`src/rtl/core/cfbs_pkg.sv`:
```
package cfbs_pkg;

	localparam int STORE_W    = 27;
	localparam int TOTAL_W    = 35;
	localparam int SQ_W       = 62;
	localparam int PROD_W     = 72;
	localparam int DVD_W      = 88;
	localparam int RAD_W      = 70;
	localparam int OUT_W      = 35;
	localparam int POS_W      = 11;
	localparam int FC_W       = 9;
	localparam int WL_W       = 11;
	localparam int DLT_W      = 17;
	localparam int CNT_W      = 7;
	localparam int SREM_W     = 37;
	localparam int MUL_STEPS  = 35;
	localparam int DIV_STEPS  = 88;
	localparam int SQRT_STEPS = 35;
	localparam int DEV_SHIFT  = 16;
	localparam int FRAC_BITS  = 8;

	localparam int CFG_IDX_W  = 2;
	localparam int CFG_DATA_W = 11;
	localparam logic [CFG_IDX_W-1:0] CFG_FLOW_COUNT    = 2'd0;
	localparam logic [CFG_IDX_W-1:0] CFG_WINDOW_LENGTH = 2'd1;

	typedef struct packed {
		logic [7:0]  flow;
		logic        outgoing;
		logic [15:0] payload_size;
		logic        last_flow;
	} cfbs_in_t;

	typedef struct packed {
		logic [POS_W-1:0] position;
		logic [OUT_W-1:0] mean_incoming;
		logic [OUT_W-1:0] deviation_incoming;
		logic [OUT_W-1:0] mean_outgoing;
		logic [OUT_W-1:0] deviation_outgoing;
		logic             final_position;
	} cfbs_out_t;

	typedef enum logic [3:0] {
		OP_IDLE,
		OP_READ,
		OP_UPDATE,
		OP_SQUARE,
		OP_MUL_NS,
		OP_MUL_TT,
		OP_CHECK,
		OP_DIV_DEV,
		OP_SQRT,
		OP_DIV_MEAN,
		OP_EMIT,
		OP_CLEAR
	} cfbs_op_t;

	typedef struct packed {
		cfbs_op_t op;
		logic     start;
		logic     dir;
	} cfbs_cmd_t;

	typedef struct packed {
		logic done;
		logic last;
		logic dev_zero;
		logic out_free;
		logic run_end;
	} cfbs_status_t;

endpackage

```
`src/rtl/core/cfbs_ctrl.sv`:
```
module cfbs_ctrl (
	input  logic                  clk,
	input  logic                  arst_n,
	input  logic                  pkt_valid,
	input  cfbs_pkg::cfbs_status_t status,
	output cfbs_pkg::cfbs_cmd_t   cmd,
	output logic                  pkt_stall
);
	import cfbs_pkg::*;

	typedef enum logic [3:0] {
		S_IDLE, S_READ, S_UPD, S_SQ, S_MUL_NS, S_MUL_TT, S_CHK,
		S_DIV_DEV, S_SQRT, S_DIV_MEAN, S_EMIT, S_CLR
	} state_t;

	state_t state_q;
	logic   dir_q;
	logic   start_q;

	// sequencer: item update; after a last_flow item, per-direction statistics, then emit
	always_ff @(posedge clk or negedge arst_n) begin
		if (!arst_n) begin
			state_q <= S_CLR;
			dir_q   <= 1'b0;
			start_q <= 1'b0;
		end else begin
			start_q <= 1'b0;
			unique case (state_q)
				S_IDLE: begin
					if (pkt_valid) state_q <= S_READ;
				end
				S_READ: state_q <= S_UPD;
				S_UPD:  state_q <= S_SQ;
				S_SQ: begin
					if (status.last) begin
						state_q <= S_MUL_NS;
						dir_q   <= 1'b0;
						start_q <= 1'b1;
					end else begin
						state_q <= S_IDLE;
					end
				end
				S_MUL_NS: begin
					if (status.done) begin
						state_q <= S_MUL_TT;
						start_q <= 1'b1;
					end
				end
				S_MUL_TT: begin
					if (status.done) state_q <= S_CHK;
				end
				S_CHK: begin
					state_q <= status.dev_zero ? S_DIV_MEAN : S_DIV_DEV;
					start_q <= 1'b1;
				end
				S_DIV_DEV: begin
					if (status.done) begin
						state_q <= S_SQRT;
						start_q <= 1'b1;
					end
				end
				S_SQRT: begin
					if (status.done) begin
						state_q <= S_DIV_MEAN;
						start_q <= 1'b1;
					end
				end
				S_DIV_MEAN: begin
					if (status.done) begin
						if (!dir_q) begin
							dir_q   <= 1'b1;
							state_q <= S_MUL_NS;
							start_q <= 1'b1;
						end else begin
							state_q <= S_EMIT;
						end
					end
				end
				S_EMIT: begin
					if (status.out_free) state_q <= status.run_end ? S_CLR : S_IDLE;
				end
				// store clearing pass after reset and at the end of a run
				S_CLR: begin
					if (status.done) state_q <= S_IDLE;
				end
				default: state_q <= S_IDLE;
			endcase
		end
	end

	// command decode
	always_comb begin
		cmd.start = start_q;
		cmd.dir   = dir_q;
		unique case (state_q)
			S_IDLE:     cmd.op = OP_IDLE;
			S_READ:     cmd.op = OP_READ;
			S_UPD:      cmd.op = OP_UPDATE;
			S_SQ:       cmd.op = OP_SQUARE;
			S_MUL_NS:   cmd.op = OP_MUL_NS;
			S_MUL_TT:   cmd.op = OP_MUL_TT;
			S_CHK:      cmd.op = OP_CHECK;
			S_DIV_DEV:  cmd.op = OP_DIV_DEV;
			S_SQRT:     cmd.op = OP_SQRT;
			S_DIV_MEAN: cmd.op = OP_DIV_MEAN;
			S_EMIT:     cmd.op = OP_EMIT;
			S_CLR:      cmd.op = OP_CLEAR;
			default:    cmd.op = OP_IDLE;
		endcase
	end

	assign pkt_stall = (state_q != S_IDLE);

endmodule

```
`config.mk`:
```
export PLATFORM = sky130hd
export DESIGN_NAME = cfbs_ctrl
export DESIGN_NICKNAME = d
export VERILOG_FILES = /design/src/rtl/core/cfbs_pkg.sv /design/src/rtl/core/cfbs_ctrl.sv
export SDC_FILE = /design/constraint.sdc
export NUM_CORES = 1
export LEC_CHECK = 0
export BUFFER_PORTS_ARGS = -buffer_cell sky130_fd_sc_hd__buf_2
export CORE_AREA = 5 5 42 44
export DETAILED_ROUTE_END_ITERATION = 6
export DIE_AREA = 0 0 47 49
export PLACE_DENSITY = 0.71
export SLEW_MARGIN = 10
export SYNTH_ARGS = -nofsm -noshare
export SYNTH_HDL_FRONTEND = slang
export SYNTH_SLANG_ARGS = --single-unit
```
`constraint.sdc`:
```
create_clock -name clk -period 2.4 [get_ports clk]
set_input_delay 0.24 -clock clk [delete_from_list [all_inputs] [get_ports clk]]
set_output_delay 0.24 -clock clk [all_outputs]
set_load 0.01 [all_outputs]
```
Word level (Yosys, flattened, before mapping):

Memories as Yosys holds them, arrays and structs flattened.
Index checks and enable logic that the tools add are counted.

* register bits after elaboration: 6
* memory bits (read-only): 64
* memories: 1
* input bits: 8
* logic and storage cells: 51

Memory list
* (name not given): words 16, bits a word 4, read ports 1, clocked after memory_dff 0, write ports 0, line cfbs_ctrl.sv:95 `unique case (state_q)`

* reductions and logical operators: 6
* muxes and demuxes: 21
* eq/ne operators: 20

Operators with widths (number)
* $pmux W4 S12: 1
* $mux W4: 11
* $ne A2 B2 Y1 const B: 9
* $eq A4 B3 Y1 const B: 4
* $eq A4 B4 Y1 const B: 4
* $eq A4 B2 Y1 const B: 2
* $reduce_and A8 Y1: 1
* $mux W1: 6
* $eq A4 B1 Y1 const B: 1
* $logic_not A4 Y1: 1
* $pmux W1 S4: 1
* $reduce_bool A4 Y1: 1
* $mux W3: 1
* $reduce_and A3 Y1: 1
* $reduce_or A3 Y1: 1
* $pmux W1 S2: 1
* $reduce_bool A2 Y1: 1

Logic depth before layout (Yosys ltp):

* depth after elaboration: 3
* gate-level depth with buffers: 6

Worst setup path before layout:

Ideal clock, no wire load.

* path kind: reg2out
* start: register state_q[0]
* end: output port cmd[2] (netlist name)
* data arrival time: 1323 ps
* path slack: 837 ps
* path buffers: 2
* stages on the path, launching flop included: 4
* cell sequence: dfstp_2 buf_2 buf_1 a21boi_0

RTL lines
* from (decl): line cfbs_ctrl.sv:16 `state_t state_q;`
* from (signal assigned): line cfbs_ctrl.sv:53 `state_q <= status.dev_zero ? S_DIV_MEAN : S_DIV_DEV;`
* from (signal assigned): line cfbs_ctrl.sv:80 `if (status.out_free) state_q <= status.run_end ? S_CLR : S_IDLE;`
* to (decl): line cfbs_ctrl.sv:6 `output cfbs_pkg::cfbs_cmd_t cmd,`

Worst setup path after layout:

* start: register state_q[0]
* end: register state_q[2]

* word-level cells in the longest chain between the ends: 3
* elaborated cells between the ends (all ways): 22

RTL lines
* $eq A4 B3 Y1 (tied with other cells): line cfbs_ctrl.sv:28 `unique case (state_q)`
* $ne A2 B2 Y1 (no line)
* $reduce_and A8 Y1 (no line)

Parallel ways exist; a longest one is shown, timed or not.
A chain may end at the register's enable or synchronous reset.

==> results.sh <==
export IMPL_cts_tree="yes"
export IMPL_die_h_um=49
export IMPL_synth_async_reset_ratio=1.00
export IMPL_routed_wirelength_um=1570
export IMPL_met2_usage=0.219
export IMPL_row_count=14
export IMPL_hold_viol_final=0
export IMPL_start_util=0.445
export IMPL_n_antenna_cell=0
export IMPL_tightest_slew_ns=0.491
export IMPL_rsz0062_at_grt="false"
export IMPL_hpwl_um=1140
export IMPL_status="finished clean"
export IMPL_path_max_fanout=24
export IMPL_relSlewSlack=0.672
export IMPL_period_share=0.737
export IMPL_tns_ns=0
export IMPL_cts_hold_buf=1
export IMPL_fill_cells=149
export IMPL_grt_overflow=0
export IMPL_yosysTopAreaCell="dfstp_2"
export IMPL_root_buffer="clkbuf_4"
export IMPL_ys_top_cells_by_count="9 x a21oi_1, 9 x nor2_1, 6 x nand2b_1, 5 x inv_1, 4 x nor3_1"
export IMPL_grt_max_degree=25
export IMPL_drt_wirelength_per_cell_um=14.2
export IMPL_ant_nets=0
export IMPL_ir_worst_vdd_v=0.000542
export IMPL_ys_seq_area_frac=0.247
export IMPL_synth_warning_count=0
export IMPL_power_mw=0.862
export IMPL_period_minus_slack_ns=1.77
export IMPL_use_met1=0.189
export IMPL_dr_first_iter_drc_count=17
export IMPL_powerDensity_nw_per_um2=1230
export IMPL_crit_path_start_kind="flip-flop"
export IMPL_grt_antenna_before_repair=0
export IMPL_maxSlewViolCount=0
export IMPL_synth_seq_cells=6
export IMPL_die_w_um=47
export IMPL_worstPathRequired_ns=2.56
export IMPL_max_stage_delay_ns=0.74
export IMPL_clkLatencyLatePin_ns=0.25
export IMPL_setup_viol=0
export IMPL_gr_usage_met3=0.0148
export IMPL_port_buffers=14
export IMPL_vias_per_cell=6.14
export IMPL_crit_chain="and2b_1 > o32ai_2 > a2111oi_0 > a211oi_1"
export IMPL_busiest_layer="met2"
export IMPL_place_area_um2=663
export IMPL_path_class="reg -> reg"
export IMPL_drt_first_pass_iters=4
export IMPL_drive_above_1_share=0.234
export IMPL_syn_avg_cell_area_um2=7.51
export IMPL_grt_pass1_wl_um=2440
export IMPL_gp_congestion=0.853
export IMPL_hp_class="in -> async"
export IMPL_cts_resized=0
export IMPL_p_leak_nw=0.302
export IMPL_cts_max_level=1
export IMPL_cap_viol_max_count=0
export IMPL_syn_inst=83
export IMPL_fp_coreArea_um2=1400
export IMPL_final_area_um2=699
export IMPL_fin_util=0.499
export IMPL_synthFlopType="dfstp_2"
export IMPL_clock_sinks=6
export IMPL_yosys_top_cells_area="dfstp_2 13%, dfrtp_1 12%, a21oi_1 7.2%"
export IMPL_grt_usage=0.146
export IMPL_syn_nets=91
export IMPL_nets=103
export IMPL_max_freq_mhz=565
export IMPL_numCtsBuffers=3
export IMPL_ioPinCount=15
export IMPL_placement_setup_worst_slack_ns=0.653
export IMPL_fin_worst_skew_ns=0.000623
export IMPL_clk_pin_slew_ns=0.05
export IMPL_synth_area_um2=623
export IMPL_die_area_um2=2300
export IMPL_endpoint_kind="flip-flop"
export IMPL_area_growth_pct=12.2
export IMPL_cts_path_max_buffers=2
export IMPL_critPathArrivalTime_ns=1.93
export IMPL_fin_ws_ns=0.631
export IMPL_num_vias=675
export IMPL_grt_pass1_vias=555
export IMPL_synth_top_area_frac=0.127
export IMPL_drc=0
export IMPL_worst_path_max_delay_cell="dfstp_2"
export IMPL_synth_edff_count=0
export IMPL_synth_cell_type_count=37
export IMPL_post_cts_buffers=0
cell type report:
| cell class | count | area, um^2 | share of cell area |
|---|---|---|---|
| tap | 16 | 20.0 | 0.0286 |
| inverter | 6 | 22.5 | 0.0322 |
| multi-input combinational | 63 | 397 | 0.567 |
| timing repair buffer | 15 | 80.1 | 0.114 |
| clock buffer | 4 | 26.3 | 0.0376 |
| sequential | 6 | 154 | 0.220 |
routing by layer:
layer | up-vias | wire, um
li1 | 327 | -
met1 | 316 | 679
met2 | 27 | 742
met3 | 5 | 100
met4 | 0 | 42
met5 | - | 0
report_power, final:
group	internal (mW)	switching, mW
Clock	0.0638	0.0481
Combinational	0.214	0.225
Sequential	0.167	0.143
worst max-delay path, delay by kind of cell, from the launching register on:
| family | cells | cell delay, ns |
|---|---|---|
| flops | 1 | 0.74 |
| compound gates | 3 | 0.65 |
| simple gates | 1 | 0.28 |
kinds of logic (layout without fill, tap and decap cells):
family	count (synthesis)	in the layout	synth area share
and+or+nand+nor	30	30	0.269
DFF	6	6	0.247
xor gates and xnor gates	1	1	0.0141
buffers and inverters	14	25	0.116
muxes	2	2	0.0341
AOI/OAI and AO/OA	30	30	0.319
layout by cell type, fill, tap and decap left out, types with 2 or more instances in the layout:
cell type,Yosys,routed
nand2b_1,6,6
a21oi_1,9,9
nand3b_1,3,3
a22oi_1,2,2
nand2_1,2,2
nor3_1,4,4
buf_2,1,14
inv_1,5,5
o22ai_1,2,2
clkbuf_4,0,3
nor2_1,9,9
a31oi_1,3,3
dfstp_2,3,3
o21ai_1,2,2
dfrtp_1,3,3
or3b_1,2,2
o21ai_0,3,3
registers in the layout, summed over array words and instances (netlist names):
register	flops
start_q	1
state_q	4
dir_q	1
metrics by stage:
| step | cells | hold slack, ns |
|---|---|---|
| after global placement | 105 | 0.0704 |
| final | 110 | 0.348 |
| after detailed placement | 105 | 0.0803 |
| after floorplan | 83 | -0.0556 |
| after CTS | 110 | 0.340 |
| after global routing | 110 | 0.377 |
worst paths after layout:
path	from	to	slack (ns)	cells after the start
worst max-delay path	state_q[0]	state_q[2]	0.63	4
worst min-delay path	arst_n	start_q	0.35	2
worst max register to register	state_q[0]	state_q[2]	0.63	4
worst min register to register	dir_q	dir_q	0.63	2
max in group asynchronous	arst_n	state_q[1]	1.82	2
min in group clk	status[4]	start_q	0.35	3
(Power assumes the default switching activity.)
